**src/design/hsrs_pkg.sv**
```systemverilog
// Shared types and constants of the sensor read sequencer.
// No dependencies.
package hsrs_pkg;

    // input command codes
    localparam logic [1:0] CMD_START = 2'd0;
    localparam logic [1:0] CMD_TICK  = 2'd1;
    localparam logic [1:0] CMD_DONE  = 2'd2;
    localparam logic [1:0] CMD_NONE  = 2'd3;

    localparam logic KIND_REQ    = 1'b0;
    localparam logic KIND_REPORT = 1'b1;

    localparam logic [1:0] OUTCOME_OK      = 2'd0;
    localparam logic [1:0] OUTCOME_ERROR   = 2'd1;
    localparam logic [1:0] OUTCOME_TIMEOUT = 2'd2;

    // configuration register indexes
    localparam logic [1:0] CFG_DEVICE_ADDRESS = 2'd0;
    localparam logic [1:0] CFG_SETTLE_WAIT    = 2'd1;
    localparam logic [1:0] CFG_POLL_INTERVAL  = 2'd2;
    localparam logic [1:0] CFG_MAX_POLLS      = 2'd3;

    localparam logic [6:0] RST_DEVICE_ADDRESS = 7'd56;
    localparam logic [7:0] RST_SETTLE_WAIT    = 8'd80;
    localparam logic [7:0] RST_POLL_INTERVAL  = 8'd10;
    localparam logic [3:0] RST_MAX_POLLS      = 4'd10;

    // sensor command bytes
    localparam logic [23:0] STATUS_CMD_BYTES  = 24'h000071;
    localparam logic [23:0] TRIGGER_BYTES     = 24'h0033AC;
    localparam logic [2:0]  LEN_STATUS        = 3'd1;
    localparam logic [2:0]  LEN_TRIGGER       = 3'd3;
    localparam logic [2:0]  LEN_DATA          = 3'd6;

    typedef struct packed {
        logic [6:0] device_address;
        logic [7:0] settle_wait;
        logic [7:0] poll_interval;
        logic [3:0] max_polls;
    } t_cfg;

    typedef struct packed {
        logic        kind;
        logic        is_read;
        logic [2:0]  length;
        logic [6:0]  address;
        logic [23:0] write_bytes;
        logic [1:0]  outcome;
        logic        meas;
    } t_req;

endpackage

```
**src/design/hsrs_ctrl.sv**
```systemverilog
// Sequencer state machine: phase, tick counter and poll counter.
// Depends on hsrs_pkg for command codes and the result header type.
module hsrs_ctrl (
    input  logic                i_clk,
    input  logic                i_rst_n,
    input  logic                i_fire,
    input  logic [1:0]          i_cmd,
    input  logic                i_xfer_ok,
    input  logic                i_status_busy,
    input  hsrs_pkg::t_cfg      i_cfg,
    output logic                o_has_result,
    output hsrs_pkg::t_req      o_req
);
    import hsrs_pkg::*;

    typedef enum logic [2:0] {
        PH_IDLE, PH_STW, PH_STR, PH_TRIG, PH_WAIT, PH_PLW, PH_PLR, PH_DATA
    } t_phase;

    t_phase     r_phase, n_phase;
    logic [7:0] r_tick, n_tick;
    logic [3:0] r_polls, n_polls;
    logic [7:0] w_tick_dec;
    logic [3:0] w_polls_inc;

    assign w_tick_dec  = r_tick - 8'd1;
    assign w_polls_inc = r_polls + 4'd1;

    function automatic t_req mk_req(input logic rd, input logic [2:0] len,
                                    input logic [23:0] wb, input logic [6:0] addr);
        t_req r;
        r             = '0;
        r.kind        = KIND_REQ;
        r.is_read     = rd;
        r.length      = len;
        r.address     = addr;
        r.write_bytes = wb;
        return r;
    endfunction

    function automatic t_req mk_report(input logic [1:0] code);
        t_req r;
        r         = '0;
        r.kind    = KIND_REPORT;
        r.outcome = code;
        r.meas    = (code == OUTCOME_OK);
        return r;
    endfunction

    always_comb begin
        n_phase      = r_phase;
        n_tick       = r_tick;
        n_polls      = r_polls;
        o_has_result = 1'b0;
        o_req        = '0;
        if (i_fire) begin
            unique case (i_cmd)
                CMD_START: begin
                    if (r_phase == PH_IDLE) begin
                        n_phase      = PH_STW;
                        o_has_result = 1'b1;
                        o_req        = mk_req(1'b0, LEN_STATUS, STATUS_CMD_BYTES,
                                              i_cfg.device_address);
                    end
                end
                CMD_TICK: begin
                    if (r_phase == PH_WAIT) begin
                        n_tick = w_tick_dec;
                        if (w_tick_dec == 8'd0) begin
                            n_phase      = PH_PLW;
                            o_has_result = 1'b1;
                            o_req        = mk_req(1'b0, LEN_STATUS, STATUS_CMD_BYTES,
                                                  i_cfg.device_address);
                        end
                    end
                end
                CMD_DONE: begin
                    if (r_phase != PH_IDLE && r_phase != PH_WAIT) begin
                        o_has_result = 1'b1;
                        if (!i_xfer_ok) begin
                            n_phase = PH_IDLE;
                            o_req   = mk_report(OUTCOME_ERROR);
                        end else begin
                            unique case (r_phase)
                                PH_STW: begin
                                    n_phase = PH_STR;
                                    o_req   = mk_req(1'b1, LEN_STATUS, 24'd0,
                                                     i_cfg.device_address);
                                end
                                PH_STR: begin
                                    n_phase = PH_TRIG;
                                    o_req   = mk_req(1'b0, LEN_TRIGGER, TRIGGER_BYTES,
                                                     i_cfg.device_address);
                                end
                                PH_TRIG: begin
                                    n_polls = 4'd0;
                                    n_tick  = i_cfg.settle_wait;
                                    if (i_cfg.settle_wait == 8'd0) begin
                                        n_phase = PH_PLW;
                                        o_req   = mk_req(1'b0, LEN_STATUS,
                                                         STATUS_CMD_BYTES,
                                                         i_cfg.device_address);
                                    end else begin
                                        n_phase      = PH_WAIT;
                                        o_has_result = 1'b0;
                                    end
                                end
                                PH_PLW: begin
                                    n_phase = PH_PLR;
                                    o_req   = mk_req(1'b1, LEN_STATUS, 24'd0,
                                                     i_cfg.device_address);
                                end
                                PH_PLR: begin
                                    if (!i_status_busy) begin
                                        n_phase = PH_DATA;
                                        o_req   = mk_req(1'b1, LEN_DATA, 24'd0,
                                                         i_cfg.device_address);
                                    end else begin
                                        n_polls = w_polls_inc;
                                        if (w_polls_inc == 4'd0 ||
                                            w_polls_inc >= i_cfg.max_polls) begin
                                            n_phase = PH_IDLE;
                                            o_req   = mk_report(OUTCOME_TIMEOUT);
                                        end else begin
                                            n_tick = i_cfg.poll_interval;
                                            if (i_cfg.poll_interval == 8'd0) begin
                                                n_phase = PH_PLW;
                                                o_req   = mk_req(1'b0, LEN_STATUS,
                                                                 STATUS_CMD_BYTES,
                                                                 i_cfg.device_address);
                                            end else begin
                                                n_phase      = PH_WAIT;
                                                o_has_result = 1'b0;
                                            end
                                        end
                                    end
                                end
                                PH_DATA: begin
                                    n_phase = PH_IDLE;
                                    o_req   = mk_report(OUTCOME_OK);
                                end
                                default: begin
                                    o_has_result = 1'b0;
                                end
                            endcase
                        end
                    end
                end
                default: begin
                    n_phase = r_phase;
                end
            endcase
        end
    end

    always_ff @(posedge i_clk) begin
        if (!i_rst_n) begin
            r_phase <= PH_IDLE;
            r_tick  <= 8'd0;
            r_polls <= 4'd0;
        end else begin
            r_phase <= n_phase;
            r_tick  <= n_tick;
            r_polls <= n_polls;
        end
    end

endmodule

```
**src/design/hsrs_conv.sv**
```systemverilog
// Result pipeline: carries the result header and converts raw readings
// to tenths and whole-unit bytes over four stages. Depends on hsrs_pkg.
module hsrs_conv (
    input  logic                i_clk,
    input  logic                i_rst_n,
    input  logic                i_valid,
    output logic                o_ready,
    input  hsrs_pkg::t_req      i_req,
    input  logic [47:0]         i_read_bytes,
    output logic                o_valid,
    input  logic                i_stall,
    output hsrs_pkg::t_req      o_req,
    output logic [9:0]          o_humidity_tenths,
    output logic signed [11:0]  o_celsius_tenths,
    output logic signed [12:0]  o_fahrenheit_tenths,
    output logic [7:0]          o_frame_humidity_byte,
    output logic [7:0]          o_frame_celsius_byte,
    output logic [7:0]          o_frame_fahrenheit_byte
);
    import hsrs_pkg::*;

    // 500 * 2^20, the offset of the temperature formula
    localparam logic [32:0] TEMP_OFFSET = 33'd524288000;
    // 9/5 scaled by 2^18
    localparam logic [29:0] NINE_FIFTHS = 30'd471861;

    // floor(x/10) by reciprocal, exact over 12-bit inputs
    function automatic logic [8:0] div10(input logic [11:0] x);
        logic [28:0] p;
        p = {17'd0, x} * 29'd52429;
        return p[27:19];
    endfunction

    logic r_v1, r_v2, r_v3, r_v4;
    logic w_rdy1, w_rdy2, w_rdy3, w_rdy4;

    // stage 1: header and scaled raw values
    t_req        r1_req;
    logic [29:0] r1_hprod;
    logic [30:0] r1_tprod;
    logic [19:0] w_hraw, w_traw;

    // stage 2: humidity tenths, Celsius sign and magnitude
    t_req        r2_req;
    logic [9:0]  r2_rh;
    logic        r2_neg;
    logic [10:0] r2_mag;
    logic [32:0] w_num, w_abs;

    // stage 3
    t_req        r3_req;
    logic [9:0]  r3_rh;
    logic [11:0] r3_tc;
    logic [12:0] r3_tf;
    logic [7:0]  r3_rhb, r3_tcb;
    logic [29:0] w_q9p;
    logic [11:0] w_q9;
    logic [8:0]  w_rhq, w_tcq;

    // stage 4
    logic [12:0] w_tf_abs;
    logic [8:0]  w_tfq;
    logic [7:0]  w_tfb;

    assign w_rdy4  = !r_v4 || !i_stall;
    assign w_rdy3  = !r_v3 || w_rdy4;
    assign w_rdy2  = !r_v2 || w_rdy3;
    assign w_rdy1  = !r_v1 || w_rdy2;
    assign o_ready = w_rdy1;
    assign o_valid = r_v4;

    assign w_hraw = {i_read_bytes[15:8], i_read_bytes[23:16], i_read_bytes[31:28]};
    assign w_traw = {i_read_bytes[27:24], i_read_bytes[39:32], i_read_bytes[47:40]};

    assign w_num = {2'b00, r1_tprod} - TEMP_OFFSET;
    assign w_abs = w_num[32] ? (~w_num + 33'd1) : w_num;

    assign w_q9p = {19'd0, r2_mag} * NINE_FIFTHS;
    assign w_q9  = w_q9p[29:18];
    assign w_rhq = div10({2'b00, r2_rh});
    assign w_tcq = div10({1'b0, r2_mag});

    assign w_tf_abs = r3_tf[12] ? (~r3_tf + 13'd1) : r3_tf;
    assign w_tfq    = div10(w_tf_abs[11:0]);
    assign w_tfb    = r3_tf[12] ? (8'd0 - w_tfq[7:0]) : w_tfq[7:0];

    always_ff @(posedge i_clk) begin
        if (!i_rst_n) begin
            r_v1 <= 1'b0;
            r_v2 <= 1'b0;
            r_v3 <= 1'b0;
            r_v4 <= 1'b0;
        end else begin
            if (w_rdy1) begin
                r_v1 <= i_valid;
            end
            if (w_rdy2) begin
                r_v2 <= r_v1;
            end
            if (w_rdy3) begin
                r_v3 <= r_v2;
            end
            if (w_rdy4) begin
                r_v4 <= r_v3;
            end
        end
    end

    always_ff @(posedge i_clk) begin
        if (w_rdy1 && i_valid) begin
            r1_req   <= i_req;
            r1_hprod <= {10'd0, w_hraw} * 30'd1000;
            r1_tprod <= {11'd0, w_traw} * 31'd2000;
        end
        if (w_rdy2 && r_v1) begin
            r2_req <= r1_req;
            r2_rh  <= r1_hprod[29:20];
            r2_neg <= w_num[32];
            r2_mag <= w_abs[30:20];
        end
        if (w_rdy3 && r_v2) begin
            r3_req <= r2_req;
            r3_rh  <= r2_rh;
            r3_tc  <= r2_neg ? (12'd0 - {1'b0, r2_mag}) : {1'b0, r2_mag};
            r3_tf  <= r2_neg ? (13'd320 - {1'b0, w_q9}) : (13'd320 + {1'b0, w_q9});
            r3_rhb <= w_rhq[7:0];
            r3_tcb <= r2_neg ? (8'd0 - w_tcq[7:0]) : w_tcq[7:0];
        end
        // drop the measurement on requests and failed reports
        if (w_rdy4 && r_v3) begin
            o_req <= r3_req;
            if (r3_req.meas) begin
                o_humidity_tenths       <= r3_rh;
                o_celsius_tenths        <= r3_tc;
                o_fahrenheit_tenths     <= r3_tf;
                o_frame_humidity_byte   <= r3_rhb;
                o_frame_celsius_byte    <= r3_tcb;
                o_frame_fahrenheit_byte <= w_tfb;
            end else begin
                o_humidity_tenths       <= 10'd0;
                o_celsius_tenths        <= 12'sd0;
                o_fahrenheit_tenths     <= 13'sd0;
                o_frame_humidity_byte   <= 8'd0;
                o_frame_celsius_byte    <= 8'd0;
                o_frame_fahrenheit_byte <= 8'd0;
            end
        end
    end

endmodule

```
**src/design/humidity_sensor_read_sequencer_top.sv**
```systemverilog
// Top level of the humidity and temperature sensor read sequencer.
// Depends on hsrs_pkg, hsrs_ctrl and hsrs_conv.
// A result passes through the input register and the four result pipeline stages.
// Throughput: one input transaction per cycle unless o_in_stall holds it; the
// sequencer state is registered and the conversion runs in a four-stage result pipeline.
// Reset clears the sequencer to idle, empties the pipeline and restores the registers.
module humidity_sensor_read_sequencer_top (
    input  logic                i_clk,
    input  logic                i_rst_n,
    input  logic                i_in_valid,
    output logic                o_in_stall,
    input  logic [1:0]          i_cmd,
    input  logic                i_xfer_ok,
    input  logic [47:0]         i_read_bytes,
    output logic                o_out_valid,
    input  logic                i_out_stall,
    output logic                o_kind,
    output logic                o_req_is_read,
    output logic [2:0]          o_req_length,
    output logic [6:0]          o_req_address,
    output logic [23:0]         o_req_write_bytes,
    output logic [1:0]          o_outcome,
    output logic [9:0]          o_humidity_tenths,
    output logic signed [11:0]  o_celsius_tenths,
    output logic signed [12:0]  o_fahrenheit_tenths,
    output logic [7:0]          o_frame_humidity_byte,
    output logic [7:0]          o_frame_celsius_byte,
    output logic [7:0]          o_frame_fahrenheit_byte,
    input  logic                i_cfg_valid,
    output logic                o_cfg_ready,
    input  logic [1:0]          i_cfg_index,
    input  logic [7:0]          i_cfg_data
);
    import hsrs_pkg::*;

    t_cfg        r_cfg;
    logic        r_in_valid;
    logic [1:0]  r_cmd;
    logic        r_xfer_ok;
    logic [47:0] r_read_bytes;

    logic        w_conv_ready;
    logic        w_fire;
    logic        w_has_result;
    t_req        w_req;
    t_req        w_out_req;

    assign o_cfg_ready = 1'b1;
    assign o_in_stall  = r_in_valid && !w_conv_ready;
    assign w_fire      = r_in_valid && w_conv_ready;

    always_ff @(posedge i_clk) begin
        if (!i_rst_n) begin
            r_cfg.device_address <= RST_DEVICE_ADDRESS;
            r_cfg.settle_wait    <= RST_SETTLE_WAIT;
            r_cfg.poll_interval  <= RST_POLL_INTERVAL;
            r_cfg.max_polls      <= RST_MAX_POLLS;
        end else if (i_cfg_valid) begin
            unique case (i_cfg_index)
                CFG_DEVICE_ADDRESS: r_cfg.device_address <= i_cfg_data[6:0];
                CFG_SETTLE_WAIT:    r_cfg.settle_wait    <= i_cfg_data;
                CFG_POLL_INTERVAL:  r_cfg.poll_interval  <= i_cfg_data;
                CFG_MAX_POLLS:      r_cfg.max_polls      <= i_cfg_data[3:0];
                default:            r_cfg                <= r_cfg;
            endcase
        end
    end

    // input register; hold while the result pipeline cannot take
    always_ff @(posedge i_clk) begin
        if (!i_rst_n) begin
            r_in_valid <= 1'b0;
        end else if (i_in_valid && !o_in_stall) begin
            r_in_valid <= 1'b1;
        end else if (w_fire) begin
            r_in_valid <= 1'b0;
        end
    end

    always_ff @(posedge i_clk) begin
        if (i_in_valid && !o_in_stall) begin
            r_cmd        <= i_cmd;
            r_xfer_ok    <= i_xfer_ok;
            r_read_bytes <= i_read_bytes;
        end
    end

    hsrs_ctrl u_ctrl (
        .i_clk         (i_clk),
        .i_rst_n       (i_rst_n),
        .i_fire        (w_fire),
        .i_cmd         (r_cmd),
        .i_xfer_ok     (r_xfer_ok),
        .i_status_busy (r_read_bytes[7]),
        .i_cfg         (r_cfg),
        .o_has_result  (w_has_result),
        .o_req         (w_req)
    );

    hsrs_conv u_conv (
        .i_clk                   (i_clk),
        .i_rst_n                 (i_rst_n),
        .i_valid                 (w_fire && w_has_result),
        .o_ready                 (w_conv_ready),
        .i_req                   (w_req),
        .i_read_bytes            (r_read_bytes),
        .o_valid                 (o_out_valid),
        .i_stall                 (i_out_stall),
        .o_req                   (w_out_req),
        .o_humidity_tenths       (o_humidity_tenths),
        .o_celsius_tenths        (o_celsius_tenths),
        .o_fahrenheit_tenths     (o_fahrenheit_tenths),
        .o_frame_humidity_byte   (o_frame_humidity_byte),
        .o_frame_celsius_byte    (o_frame_celsius_byte),
        .o_frame_fahrenheit_byte (o_frame_fahrenheit_byte)
    );

    assign o_kind            = w_out_req.kind;
    assign o_req_is_read     = w_out_req.is_read;
    assign o_req_length      = w_out_req.length;
    assign o_req_address     = w_out_req.address;
    assign o_req_write_bytes = w_out_req.write_bytes;
    assign o_outcome         = w_out_req.outcome;

endmodule

```
**config.mk**
```make
export PLATFORM = sky130hd
export DESIGN_NAME = humidity_sensor_read_sequencer_top
export DESIGN_NICKNAME = d
export VERILOG_FILES = /design/src/design/hsrs_pkg.sv /design/src/design/hsrs_ctrl.sv /design/src/design/hsrs_conv.sv /design/src/design/humidity_sensor_read_sequencer_top.sv
export SDC_FILE = /design/constraint.sdc
export NUM_CORES = 1
export LEC_CHECK = 0
export BUFFER_PORTS_ARGS = -buffer_cell sky130_fd_sc_hd__buf_2
export CORE_MARGIN = 1.5
export CORE_UTILIZATION = 60
export CTS_CLUSTER_DIAMETER = 30
export DETAILED_ROUTE_END_ITERATION = 10
export GPL_TIMING_DRIVEN = 0
export MAX_ROUTING_LAYER = met4
export PLACE_DENSITY = 0.79
export SYNTH_ARGS = -nofsm -noshare
export SYNTH_HDL_FRONTEND = slang
export SYNTH_SLANG_ARGS = --single-unit
```
**constraint.sdc**
```tcl
create_clock -name i_clk -period 7.95 [get_ports i_clk]
set_clock_uncertainty 0.15 [all_clocks]
set_input_delay 0.3975 -clock i_clk [delete_from_list [all_inputs] [get_ports i_clk]]
set_output_delay 0.3975 -clock i_clk [all_outputs]
set_load 0.02 [all_outputs]
```
# Word-level counts from Yosys, hierarchy flattened
# Index checks and enable logic that the tools add are counted.
# totals
latchBits	0
memories	0
out_inout_bits	100
mem_bits_ro	0
reg_bits	437
ramBits	0
# classes
div	0
n_lt_le_gt_ge	1
n_mul	6
shift	0
reduce_logical	42
n_eq_ne	23
n_bitwise	2
n_mux	51
n_addsub	10
# ops
cell	n
two-way mux 39 bit	5
one-hot mux 39 bit (5 select lines)	1
two-way mux 35 bit	4
one-hot mux 39 bit (3 select lines)	1
two-way mux 8 bit	7
multiplier 20 x 7 -> 27 bit, second input constant	2
one-hot mux 8 bit (2 select lines)	2
subtractor 31 x 29 -> 32 bit, second input constant	1
adder 31 x 1 -> 31 bit, second input constant	1
two-way mux 31 bit	1
inverter 31 bit	1
multiplier 11 x 19 -> 30 bit, second input constant	1
multiplier 11 x 16 -> 27 bit, second input constant	1
multiplier 12 x 16 -> 27 bit, second input constant	1
multiplier 10 x 16 -> 26 bit, second input constant	1
zero test 8 bit	3
two-way mux 3 bit	7
one-hot mux 3 bit (6 select lines)	1
subtractor 1 x 8 -> 8 bit, first input constant	2
two-way mux 1 bit	14
adder 9 x 12 -> 13 bit, first input constant	1
two-way mux 13 bit	1
subtractor 9 x 12 -> 13 bit, first input constant	1
adder 12 x 1 -> 12 bit, second input constant	1
other kinds (35)	74

# Depth between registers and ports, before layout
# Gate-level depths: netlist (run 1).
# depth
word_depth	12
ltp_mapped	28
mapped_depth_nobuf	28

# Hierarchy
# A second synthesis (run 1) with hierarchy kept.
# hier_totals
cells_unflattened	2536
area_unflattened_um2	31285.0
# by_module_without_submodules
mod	n_inst	area_per_inst_um2	cells_per_inst
hsrs_conv	1	26669.3	2106
humidity_sensor_read_sequencer_top	1	2668.8	166
hsrs_ctrl	1	1946.9	264

# Least setup slack after synthesis (run 1)
# OpenSTA, ideal clock, no wires.
# synth_path
path_kind	in2reg
startpoint	input i_out_stall
endpoint	register u_conv.o_celsius_tenths[0], enable pin
arrival_time_ns	5.854
setup_time_ns	0.622
n_path_buf	0
path_slack_ns	1.324
path_stages	1
path_cell_list	a21boi_0
# synth_via
elab_chain_len	3
# synth_lines
element	line_no	rtl
start: declaration	humidity_sensor_read_sequencer_top.sv:16	input logic i_out_stall,
zero test 1 bit	hsrs_conv.sv:65	assign w_rdy4 = !r_v4 || !i_stall;
logical OR 1 bit	hsrs_conv.sv:65	
logical AND 1 bit	hsrs_conv.sv:130	if (w_rdy4 && r_v3) begin
end signal: assignment	hsrs_conv.sv:134	o_celsius_tenths <= r3_tc;
end: declaration	hsrs_conv.sv:14	output logic signed [11:0] o_celsius_tenths,
# No other way between the ends.
# A chain may end at the register's enable or synchronous reset.

# Final worst setup path (run 1)
# layout_path
startpoint	register u_conv.r3_tf[12]
endpoint	register u_conv.o_frame_fahrenheit_byte[6] (data pin)
# layout_via
elab_chain_len	4
# layout_lines
element	line_no	rtl
start: declaration	hsrs_conv.sv:54	logic [12:0] r3_tf;
start signal: assignment	hsrs_conv.sv:125	r3_tf <= r2_neg ? (13'd320 - {1'b0, w_q9}) : (13'd320 + {1'b0, w_q9});
two-way mux 12 bit	hsrs_conv.sv:83	assign w_tf_abs = r3_tf[12] ? (~r3_tf + 13'd1) : r3_tf;
multiplier 12 x 16 -> 27 bit	hsrs_conv.sv:30	p = {17'd0, x} * 29'd52429;
subtractor 1 x 8 -> 8 bit	hsrs_conv.sv:85	assign w_tfb = r3_tf[12] ? (8'd0 - w_tfq[7:0]) : w_tfq[7:0];
two-way mux 8 bit (*)	hsrs_conv.sv:85	
end signal: assignment	hsrs_conv.sv:138	o_frame_fahrenheit_byte <= w_tfb;
end: declaration	hsrs_conv.sv:18	output logic [7:0] o_frame_fahrenheit_byte
# Every way passes the cells marked *; elsewhere a longest branch is shown, timed or not.

==> summary.log, run 1 <==
INFO  yosys          yosys-mux-area-fraction=0.01460
INFO  clocking       cts-root-buf=clkbuf_16
INFO  yosys          synth-async-reset-ratio=0
INFO  route          drt_first_iter_violations=934
INFO  yosys          netlist_top_cells_area=edfxtp_1 31%, fa_1 21%, ha_1 19%
INFO  grt            grt_pass1_wl=91,910um
INFO  finish         nFillCells=3,194
INFO  power_and_ir_drop p_leak=14.55nW
INFO  setup_path     setup.worst_path.start_class=flip-flop
INFO  floorplanning  fp.dieArea=47,560um^2
INFO  setup_path     ff2ff_setup_slack=0.35ns
INFO  setup_path     cp_data_required_time=8.22ns
INFO  route          wirelength=55,550um
INFO  finish         post_route_cells_drive_above_1_share=0.1228
INFO  finish         design_area=32,170um^2
INFO  yosys          synth-compound-area-share=0.06716
INFO  grt            track_usage=0.2501
INFO  clocking       numCtsBuffers=60
INFO  finish         fin_nets=3,366
INFO  clocking       clk_path_buf_depth=3
INFO  yosys          postSynthCellCount=2,304
INFO  grt            antenna_found_initial=0
INFO  clocking       cts_max_level=2
INFO  grt            gr-total-overflow=0
INFO  setup_path     worst_setup_path_end_kind=flip-flop
INFO  placed_design  buffer_ports.inserted=142
INFO  setup_path     critical_path.max_fanout=10
INFO  timing         final_min_period_over_clock_period=0.9565
INFO  placed_design  place_hpwl=43,450um
INFO  setup_path     timing.setup.critical_path_class=reg2reg
INFO  yosys          yosys.area.top_type=edfxtp_1
INFO  placed_design  placement_stage_cell_area=29,440um^2
INFO  yosys          synth-xor-area-share=0.04260
INFO  min_path       hold_class=in2reg
INFO  placed_design  gp_routability_congestion=0.9215
INFO  finish         antenna_cells=0
INFO  route          route.vias.total=17,610
INFO  power_and_ir_drop fin_total_pwr=9.074mW
INFO  clocking       clk_transition_reported_paths=0.05ns
INFO  route          detail_route.first_pass.iterations=6
INFO  yosys          synth_top_area_frac=0.3051
INFO  finish         stdcell_count=3,238
INFO  finish         seqCellArea=9409um^2
INFO  yosys          ys_seq_area_frac=0.3390
INFO  timing         final-setup-viol-count=0
INFO  yosys          synth_top_flop_cell=edfxtp_1
INFO  yosys          edff_count_synth=282
INFO  timing         final_period_minus_worst_setup_slack=7.604ns
INFO  timing         rsz0062_at_grt=false
INFO  route          antenna_left=0
INFO  yosys          post_synth_instance_area=27,760um^2
INFO  floorplanning  initial_cell_density_of_the_core=0.6103
INFO  clocking       tritoncts_clock_tree=done
INFO  outcome        run_status=completed
INFO  timing         worst_hold_slack=0.06119ns
INFO  setup_path     critPathArrivalTime=7.87ns
INFO  yosys          yosys.area_share.simple=0.08091
INFO  clocking       worst_skew_pair.late_latency=0.64ns
INFO  route          route.detailed.vias_per_inst=5.438
INFO  floorplanning  chipWidth=218.1um
INFO  flow_run       drv.max_cap_violation_count=0
INFO  floorplanning  die-height=218.1um
INFO  timing         slew_headroom=0.3435
INFO  floorplanning  design.core.area=45,480um^2
INFO  placed_design  numPlacedInstances=3,066
INFO  yosys          ys_ff_latch=329
INFO  grt            number_of_global_route_vias_before_repair=18,960
INFO  route          route.detailed.drc=0
INFO  floorplanning  core.rowCount=78
INFO  route          wire_length_per_cell_after_detailed_routing=17.15um
INFO  finish         syn_to_final_growth=15.90%
INFO  yosys          yosysWarnings=0
INFO  power_and_ir_drop worst_ir_drop_vdd=294.2uV
INFO  timing         achievable-frequency=0.1315GHz
INFO  yosys          synth_adder_area_share=0.4005
INFO  timing         final_count_of_hold_timing_violations=0
INFO  yosys          ys_types=73
INFO  yosys          synth_top_family_by_area=adder cells
INFO  timing         maxSlewViolCount=0
INFO  power_and_ir_drop pwr_density_cell=282.1nW/um^2
INFO  floorplanning  pin_count=166
INFO  yosys          avgSynthCellArea=12.05um^2
INFO  finish         area_of_the_multi_input_gates=16,930um^2
INFO  timing         tightest_slew=0.9822ns
INFO  clocking       cts_sinks=329
INFO  grt            grt_start_max_net_pins=49
-- worst paths after layout --
kind                                                                        end  cells after the start                      startpoint
worst min-delay path                                   u_conv.r_v2$_SDFFE_PN0P_                      2                         i_rst_n
worst max-delay path            u_conv.o_frame_fahrenheit_byte[6]$_SDFFCE_PN0P_                     24      u_conv.r3_tf[12]$_DFFE_PP_
worst min register to register                       u_conv.r2_req[9]$_DFFE_PP_                      0  u_conv.r1_req[9]$_SDFFCE_PN0P_
worst max register to register  u_conv.o_frame_fahrenheit_byte[6]$_SDFFCE_PN0P_                     24      u_conv.r3_tf[12]$_DFFE_PP_
-- timing repair --
item                                   in CTS  in global routing
gates resized for setup                     0                  6
setup endpoints to repair                   0                  5
hold buffers                               54                  0
buffers inserted                            0                  4
endpoints found under the hold margin      73                  0
-- per-stage QoR --
| step | TNS [ns] | setup WS (ns) | utilization |
|---|---|---|---|
| after CTS | 0 | 0.1079 | 0.7062 |
| after floorplan | 0 | 1.324 | - |
| final | 0 | 0.3456 | 0.7074 |
| after detailed placement | 0 | 0.1825 | 0.6474 |
| after global routing | 0 | 0.005687 | 0.7074 |
| after global placement | -93.29 | -1.251 | 0.6436 |
-- critical path, stage by stage, from the launching register on --
cell,delay (ns)
edfxtp_1,0.51
clkbuf_2,0.32
clkbuf_1,0.44
o21ai_0,0.22
xnor2_1,0.48
ha_1,0.34
ha_1,0.29
inv_1,0.09
fa_1,0.45
fa_1,0.55
inv_1,0.05
fa_1,0.45
ha_1,0.33
a21o_1,0.17
a211o_1,0.30
a41oi_2,0.29
o21ai_0,0.15
a211oi_1,0.37
nor2_1,0.09
inv_1,0.07
ha_1,0.24
nor3b_1,0.32
a21oi_1,0.14
o221ai_1,0.26
mux2i_2,0.33
-- power breakdown --
part           total [mW]  internal (mW)  leakage, nW  switching (mW)
Clock                2.59           1.64        0.996           0.953
Sequential           2.23           2.15         2.98          0.0798
Combinational        4.25           1.93         10.6            2.32
Total                9.07           5.72         14.5            3.36
-- sequential cells by signal, summed over array words and instances, names as in the netlist, 11 cells and up --
signal and count:
u_conv.o_celsius_tenths 12, u_conv.r3_req 18, u_conv.o_req 17, u_conv.r1_req 18, u_conv.r2_mag 11, u_conv.r3_tc 12
u_conv.r2_req 18, u_conv.r3_tf 13, u_conv.o_fahrenheit_tenths 13, r_read_bytes 41, u_conv.r1_tprod 27, r_cfg 27
-- layer usage --
metal  track usage  routed length (um)  share of wire
met5             -                   0              0
met2        0.4352               28330           0.51
met1        0.2972               23160           0.42
met3       0.03730                2289          0.041
met4       0.08437                1761          0.032
-- cell usage after synthesis, drive strengths merged, types with 36 or more instances --
master	count
xor2	41
and2	70
mux2i	36
dfxtp	47
nor2	77
edfxtp	282
inv	327
ha	423
nand2	84
o21ai	57
fa	291
a21oi	72
xnor2	94
nor2b	49
-- area by class of cell --
| cell class | instances | area share |
|---|---|---|
| buffer | 56 | 0.009295 |
| clock buffer | 67 | 0.04912 |
| clock inverter | 47 | 0.01723 |
| inverter | 327 | 0.03815 |
| multi-input combinational | 1605 | 0.5262 |
| sequential | 329 | 0.2925 |
| tap | 600 | 0.02334 |
| timing repair buffer | 207 | 0.04418 |
-- cell families after synthesis --
| group | after synthesis |
|---|---|
| AO/OA/AOI/OAI | 279 |
| AND/OR/NAND/NOR | 422 |
| buffers and inverters | 383 |
| flip-flops | 329 |
| XOR/XNOR | 135 |
| adder cells (fa/ha/maj) | 714 |
| other | 2 |
| multiplexers | 40 |
-- placed cells by master (no fill, tap or decap), types with 46 or more instances in the layout --
master           n
buf_2          143
fa_1           291
edfxtp_1       282
xnor2_1         92
dlygate4sd3_1   54
o21ai_0         51
a21oi_1         72
inv_1          326
and2_1          70
nor2b_1         46
nand2_1         84
dfxtp_1         47
nor2_1          77
clkbuf_16       62
ha_1           423
Note: power is estimated with default switching activity, not from simulation.
==> run 2: changes to the inputs <==
--- a/config.mk
+++ b/config.mk
@@ -7,4 +7,5 @@
 export LEC_CHECK = 0
 export BUFFER_PORTS_ARGS = -buffer_cell sky130_fd_sc_hd__buf_2
+export CAP_MARGIN = 25
 export CORE_MARGIN = 1.5
 export CORE_UTILIZATION = 60
@@ -13,5 +14,5 @@
 export GPL_TIMING_DRIVEN = 0
 export MAX_ROUTING_LAYER = met4
-export PLACE_DENSITY = 0.79
+export PLACE_DENSITY = 0.9
 export SYNTH_ARGS = -nofsm -noshare
 export SYNTH_HDL_FRONTEND = slang
==> constraint.sdc (replaced) <==
create_clock -name i_clk -period 7.95 [get_ports i_clk]
set_clock_uncertainty 0.15 [all_clocks]
set_input_delay 0.795 -clock i_clk [delete_from_list [all_inputs] [get_ports i_clk]]
set_output_delay 0.795 -clock i_clk [all_outputs]
set_load 0.02 [all_outputs]
==> run 2 against run 1 <==
  * Utilization shrank 0.80 points
  * Global-route usage increased by 2.2 points
  * Critical endpoint unchanged
  * Setup slack lost 0.011 ns
  * Clock power up 10%
  * Via count grew 1.9%
  * Sequential power hardly changed
  * Non-clock buffer count decreased by 57
==> summary.log, run 2 (same netlist as run 1, synthesis figures left out) <==
INFO  finish         mostFrequentLayoutCells=423 x ha_1, 326 x inv_1, 291 x fa_1, 282 x edfxtp_1, 143 x buf_2
INFO  timing         setup_tns=0ns
INFO  finish         final_core_utilization=0.6994
INFO  clocking       worst_skew_pair.late_latency=0.61ns
INFO  setup_path     timing.setup.critical_path_class=reg2reg
INFO  clocking       postCtsHoldBufs=0
INFO  floorplanning  core.rowCount=78
INFO  min_path       hold_end=r_read_bytes[19]$_DFFE_PP_
INFO  setup_path     cp_data_required_time=8.14ns
INFO  finish         area_of_the_multi_input_gates=16,930um^2
INFO  grt            gr-total-overflow=0
INFO  route          route.vias.total=17,940
INFO  setup_path     worst_setup_path_end_kind=flip-flop
INFO  clocking       numCtsBuffers=67
INFO  flow_run       drv.max_cap_violation_count=0
INFO  route          wirelength=59,720um
INFO  timing         maxSlewViolCount=0
INFO  setup_path     reg2regPathDepth=25
INFO  clocking       clk_path_buf_depth=3
INFO  power_and_ir_drop p_leak=14.43nW
INFO  finish         commonest_non_fill_non_tap_cell_in_the_layout=ha_1
INFO  clocking       cts_sinks=329
INFO  finish         post_route_cells_drive_above_1_share=0.1224
INFO  route          route.detailed.vias_per_inst=5.623
INFO  floorplanning  fp.dieArea=47,560um^2
INFO  timing         final_min_period_over_clock_period=0.9579
INFO  grt            track_usage=0.2720
INFO  floorplanning  die-height=218.1um
INFO  grt            antenna_found_initial=0
INFO  finish         syn_to_final_growth=14.58%
INFO  setup_path     critical_path.max_fanout=8
INFO  timing         slew_headroom=0.3607
INFO  floorplanning  chipWidth=218.1um
INFO  finish         nFillCells=2,965
INFO  setup_path     setup.worst_path.start_class=flip-flop
INFO  power_and_ir_drop worst_ir_drop_vdd=281.6uV
INFO  clocking       tritoncts_clock_tree=done
INFO  setup_path     beginning_of_the_critical_path=u_conv.r3_tf[0]$_DFFE_PP_
INFO  finish         max_flop_register=r_read_bytes
INFO  clocking       cts_max_level=3
INFO  timing         rsz0062_at_grt=true
INFO  grt            grt_start_max_net_pins=49
INFO  route          drt_first_iter_violations=917
INFO  finish         biggestRegsByFlops=r_read_bytes (41), r_cfg (27), u_conv.r1_tprod (27)
INFO  grt            number_of_global_route_vias_before_repair=19,790
INFO  power_and_ir_drop pwr_density_cell=298.1nW/um^2
INFO  floorplanning  pin_count=166
INFO  timing         final_count_of_hold_timing_violations=0
INFO  timing         final_period_minus_worst_setup_slack=7.616ns
INFO  setup_path     critPathArrivalTime=7.80ns
INFO  placed_design  gp_routability_congestion=0.9736
INFO  timing         final-setup-viol-count=0
INFO  clocking       cts-root-buf=clkbuf_16
INFO  min_path       min_path_cells=1
INFO  route          detail_route.first_pass.iterations=5
INFO  clocking       clk_transition_reported_paths=0.05ns
INFO  finish         fin_nets=3,316
INFO  outcome        run_status=completed
INFO  placed_design  place_hpwl=45,680um
INFO  min_path       hold_class=in2reg
INFO  floorplanning  initial_cell_density_of_the_core=0.6103
INFO  timing         tightest_slew=0.9565ns
INFO  timing         achievable-frequency=0.1313GHz
INFO  finish         antenna_cells=0
INFO  setup_path     worst_r2r_startpoint=u_conv.r3_tf[0]$_DFFE_PP_
INFO  floorplanning  design.core.area=45,480um^2
INFO  power_and_ir_drop fin_total_pwr=9.482mW
INFO  setup_path     rr_endpoint=u_conv.o_frame_fahrenheit_byte[6]$_SDFFCE_PN0P_
INFO  finish         largest_reg_flops=41
INFO  placed_design  buffer_ports.inserted=142
INFO  min_path       min-delay-start=i_read_bytes[19]
INFO  setup_path     ff2ff_setup_slack=0.33ns
INFO  finish         seqCellArea=9409um^2
INFO  route          wire_length_per_cell_after_detailed_routing=18.72um
INFO  route          route.detailed.drc=0
INFO  grt            grt_pass1_wl=98,550um
INFO  route          antenna_left=0
[run 2: cell type report]
type / count / area share
Inverter: 327 / 0.03859
Clock buffer: 77 / 0.05389
Multi-Input combinational cell: 1605 / 0.5324
Buffer: 56 / 0.009363
Clock inverter: 46 / 0.01932
Sequential cell: 329 / 0.2958
Tap cell: 600 / 0.02360
Timing Repair Buffer: 150 / 0.02699
[run 2: timing repair]
action / CTS / global route
resized for setup: 0 / 4
setup buffers: 0 / 1
endpoints found under the setup margin: 0 / 5
[run 2: metal layers]
metal,vias up,share of wire,track usage
li1,8358,-,-
met4,0,0.028,0.09218
met3,141,0.048,0.04440
met1,8922,0.39,0.3073
met5,-,0,-
met2,517,0.53,0.4883
[run 2: worst max-delay path, cell delays in order, from the launching register on]
cell      delay [ns]
edfxtp_1        0.54
inv_1           0.23
ha_1            0.19
nand2_1         0.09
or4_1           0.42
o21ai_0         0.29
xnor2_2         0.18
ha_1            0.27
fa_1            0.54
inv_1           0.09
fa_1            0.57
fa_1            0.46
fa_1            0.55
inv_1           0.05
ha_1            0.31
a211o_1         0.27
a41oi_2         0.34
o21ai_0         0.19
a211oi_2        0.37
nor2_1          0.13
inv_1           0.09
ha_1            0.24
nor3b_1         0.35
nor2b_1         0.18
o221ai_1        0.13
mux2i_1         0.14
[run 2: worst max-delay path by stage]
stage | endpoint | slack, ns | cells after the start
after floorplan | u_conv.o_celsius_tenths[0]$_SDFFCE_PN0P_ | 0.93 | 1
after detailed placement | u_conv.o_frame_fahrenheit_byte[7]$_SDFFCE_PN0P_ | 0.30 | 22
after global routing | u_conv.o_frame_fahrenheit_byte[7]$_SDFFCE_PN0P_ | -0.01 | 23
final | u_conv.o_frame_fahrenheit_byte[6]$_SDFFCE_PN0P_ | 0.33 | 25
after global placement | u_conv.o_frame_humidity_byte[0]$_SDFFCE_PN0P_ | -1.91 | 2
after CTS | u_conv.o_frame_fahrenheit_byte[4]$_SDFFCE_PN0P_ | 0.16 | 22
[run 2: through the flow]
step	hold slack, ns	setup slack, ns	area, um^2	std cells
2_1_floorplan	0.2503	0.9264	27810	2317
3_3_place_gp	0.2521	-1.910	29270	3059
3_5_place_dp	0.2545	0.2975	29440	3066
4_1_cts	0.1872	0.1619	31770	3189
5_1_grt	0.1895	-0.01073	31810	3190
6_report	0.2103	0.3344	31810	3190
[run 2: where the power goes]
group,switching [mW],internal [mW]
combinational,2.44,1.95
clock,0.979,1.87
sequential,0.0835,2.15
==> run 3: changes to the inputs <==
- BUFFER_PORTS_ARGS: -buffer_cell sky130_fd_sc_hd__buf_2 -> not set
- CORE_MARGIN: 1.5 -> 2
- DONT_BUFFER_PORTS: not set -> 1
- PLACE_DENSITY: 0.9 -> 0.87
- clock period: 7.95 -> 8.2 ns (I/O delays scaled with it)
==> run 3 against run 2 <==
  * Clock-buffer cell count is 15 lower
  * Utilization is 2.2 points lower
  * First-iteration DRC count is 2.2% lower
  * Design area down 3.1%
  * Clock power shrank 14%
  * Largest cell class unchanged
  * Power is 7.3% lower
  * Critical endpoint unchanged
  * Die area up 0.92%
  * Maximum frequency fell by 4.2%
  * Global-route usage down 1.3 points
  * Sequential share of layout area increased by 0.96 points
  * Critical path depth shrank 2
  * Hold slack worse by 0.085 ns
==> summary.log, run 3 (same netlist as run 1, synthesis figures left out) <==
INFO  outcome        run_status=completed
INFO  setup_path     worst-path-stages=23
INFO  finish         area_of_the_multi_input_gates=16,940um^2
INFO  timing         final_count_of_hold_timing_violations=0
INFO  grt            track_usage=0.2593
INFO  finish         design_area=30,810um^2
INFO  clocking       tritoncts_clock_tree=done
INFO  timing         slew_headroom=0.3457
INFO  clocking       numCtsBuffers=59
INFO  placed_design  place_hpwl=45,530um
INFO  finish         final_core_utilization=0.6775
INFO  finish         nFillCells=3,117
INFO  finish         seqCellArea=9409um^2
INFO  placed_design  post-place-ws=0.2381ns
INFO  timing         rsz0062_at_grt=false
INFO  clocking       cts_max_level=2
INFO  finish         post_route_cells_drive_above_1_share=0.07028
INFO  floorplanning  die-height=219.1um
INFO  floorplanning  pin_count=166
INFO  grt            grt_pass1_wl=95,030um
INFO  clocking       cts-root-buf=clkbuf_16
INFO  timing         final-setup-viol-count=0
INFO  clocking       clk_path_buf_depth=3
INFO  setup_path     worst_path_bufs_invs=5
INFO  flow_run       drv.max_cap_violation_count=0
INFO  min_path       hold_class=in2reg
INFO  floorplanning  chipWidth=219.1um
INFO  timing         final_period_minus_worst_setup_slack=7.948ns
INFO  setup_path     cp_data_required_time=8.40ns
INFO  route          antenna_left=0
INFO  finish         commonest_non_fill_non_tap_cell_in_the_layout=ha_1
INFO  timing         maxSlewViolCount=0
INFO  setup_path     critical_path.max_fanout=10
INFO  timing         slack_of_the_critical_path=0.2523ns
INFO  grt            grt_start_max_net_pins=47
INFO  clocking       postCtsHoldBufs=0
INFO  placed_design  placement_stage_cell_area=28,710um^2
INFO  floorplanning  core.rowCount=78
INFO  setup_path     reg2regPathDepth=23
INFO  route          drt_first_iter_violations=897
INFO  setup_path     worst_path_dominant_cell_family=adder cells
INFO  setup_path     timing.setup.critical_path_class=reg2reg
INFO  finish         syn_to_final_growth=10.99%
INFO  setup_path     cp_cell_sequence=clkbuf_1 > clkbuf_1 > o31ai_1 > xnor2_2 > ha_1 > fa_1 > inv_1 > fa_1 > fa_1 > fa_1 > inv_1 > ha_1 > nand4_1 > nor2_1 > o2111ai_1 > o211ai_1 > and2_1 > buf_1 > mux2i_1 > nor3b_1 > nor2b_1 > o221ai_1 > mux2i_1
INFO  placed_design  buffer_ports.inserted=0
INFO  floorplanning  initial_cell_density_of_the_core=0.6103
INFO  grt            antenna_found_initial=4
INFO  power_and_ir_drop p_leak=13.71nW
INFO  timing         tightest_slew=0.9794ns
INFO  route          route.detailed.drc=0
INFO  setup_path     critPathArrivalTime=8.14ns
INFO  grt            number_of_global_route_vias_before_repair=18,950
INFO  route          detail_route.first_pass.iterations=5
INFO  setup_path     setup.worst_path.start_class=flip-flop
INFO  floorplanning  fp.dieArea=48,000um^2
INFO  route          wire_length_per_cell_after_detailed_routing=19.04um
INFO  grt            gr-max-usage-layer=met2
INFO  clocking       clk_transition_reported_paths=0.05ns
INFO  setup_path     worst_setup_path_end_kind=flip-flop
INFO  grt            global_route_track_usage_on_met2=0.4704
INFO  timing         achievable-frequency=0.1258GHz
INFO  floorplanning  design.core.area=45,480um^2
INFO  finish         fin_nets=3,164
INFO  route          route.vias.total=17,310
INFO  clocking       worst_skew_pair.late_latency=0.64ns
INFO  route          route.detailed.vias_per_inst=5.697
INFO  power_and_ir_drop pwr_density_cell=285.4nW/um^2
INFO  route          wirelength=57,830um
INFO  placed_design  gp_routability_congestion=0.9430
INFO  power_and_ir_drop worst_ir_drop_vdd=332.9uV
INFO  grt            grt_use_met1=0.2997
INFO  clocking       cts_sinks=329
INFO  grt            gr-total-overflow=0
INFO  timing         final_min_period_over_clock_period=0.9692
INFO  setup_path     cp_slowest_stage_delay=0.65ns
INFO  finish         biggestRegsByFlops=r_read_bytes (41), r_cfg (27), u_conv.r1_tprod (27)
INFO  setup_path     crit_top_cell=fa_1
INFO  finish         largest_reg_flops=41
INFO  finish         max_flop_register=r_read_bytes
INFO  min_path       min_path_cells=0
INFO  finish         mostFrequentLayoutCells=423 x ha_1, 326 x inv_1, 291 x fa_1, 282 x edfxtp_1, 91 x xnor2_1
INFO  setup_path     cpMaxStageDelayCell=fa_1
INFO  grt            globalRouteMet3Util=0.03770
-- run 3: report_power, final --
part,leakage [nW],total (mW),switching [mW],internal [mW]
sequential,2.98,2.17,0.0812,2.09
combinational,9.76,4.17,2.32,1.86
clock,0.972,2.45,0.910,1.54
-- run 3: what timing repair did --
item / in CTS / in global routing
setup endpoints to repair: 0 / 5
setup buffers: 0 / 0
resized for setup: 0 / 6
-- run 3: final timing paths --
path                                                 startpoint                                               to  slack [ns]
worst max-delay path                 u_conv.r3_tf[12]$_DFFE_PP_  u_conv.o_frame_fahrenheit_byte[6]$_SDFFCE_PN0P_        0.25
worst min-delay path                           i_read_bytes[25]                       r_read_bytes[25]$_DFFE_PP_        0.13
worst max register to register       u_conv.r3_tf[12]$_DFFE_PP_  u_conv.o_frame_fahrenheit_byte[6]$_SDFFCE_PN0P_        0.25
worst min register to register  u_conv.r1_req[15]$_SDFFCE_PN0P_                      u_conv.r2_req[15]$_DFFE_PP_        0.26
-- run 3: per-stage QoR --
stage	TNS, ns	total power, mW	std cells	hold WS (ns)
after floorplan	0	5.371	2317	0.2503
after detailed placement	0	6.251	2923	0.2545
after CTS	0	8.780	3033	0.09168
final	0	8.792	3038	0.1253
after global routing	0	9.466	3037	0.09873
after global placement	-112.80	5.969	2917	0.2523
-- run 3: layout make-up --
cell class,instances,area share
clock buffers,62,0.04829
repair buffers,6,0.003899
plain buffers,56,0.009665
diodes,5,0.0004061
flip-flops and latches,329,0.3054
multi-input cells,1605,0.5499
well taps,600,0.02437
inverters,327,0.03984
clock inverters,48,0.01827
-- run 3: metal layers --
| layer | wire length [um] | share of wire |
|---|---|---|
| met3 | 2712 | 0.047 |
| met5 | 0 | 0 |
| met1 | 22940 | 0.40 |
| met4 | 1400 | 0.024 |
| met2 | 30780 | 0.53 |
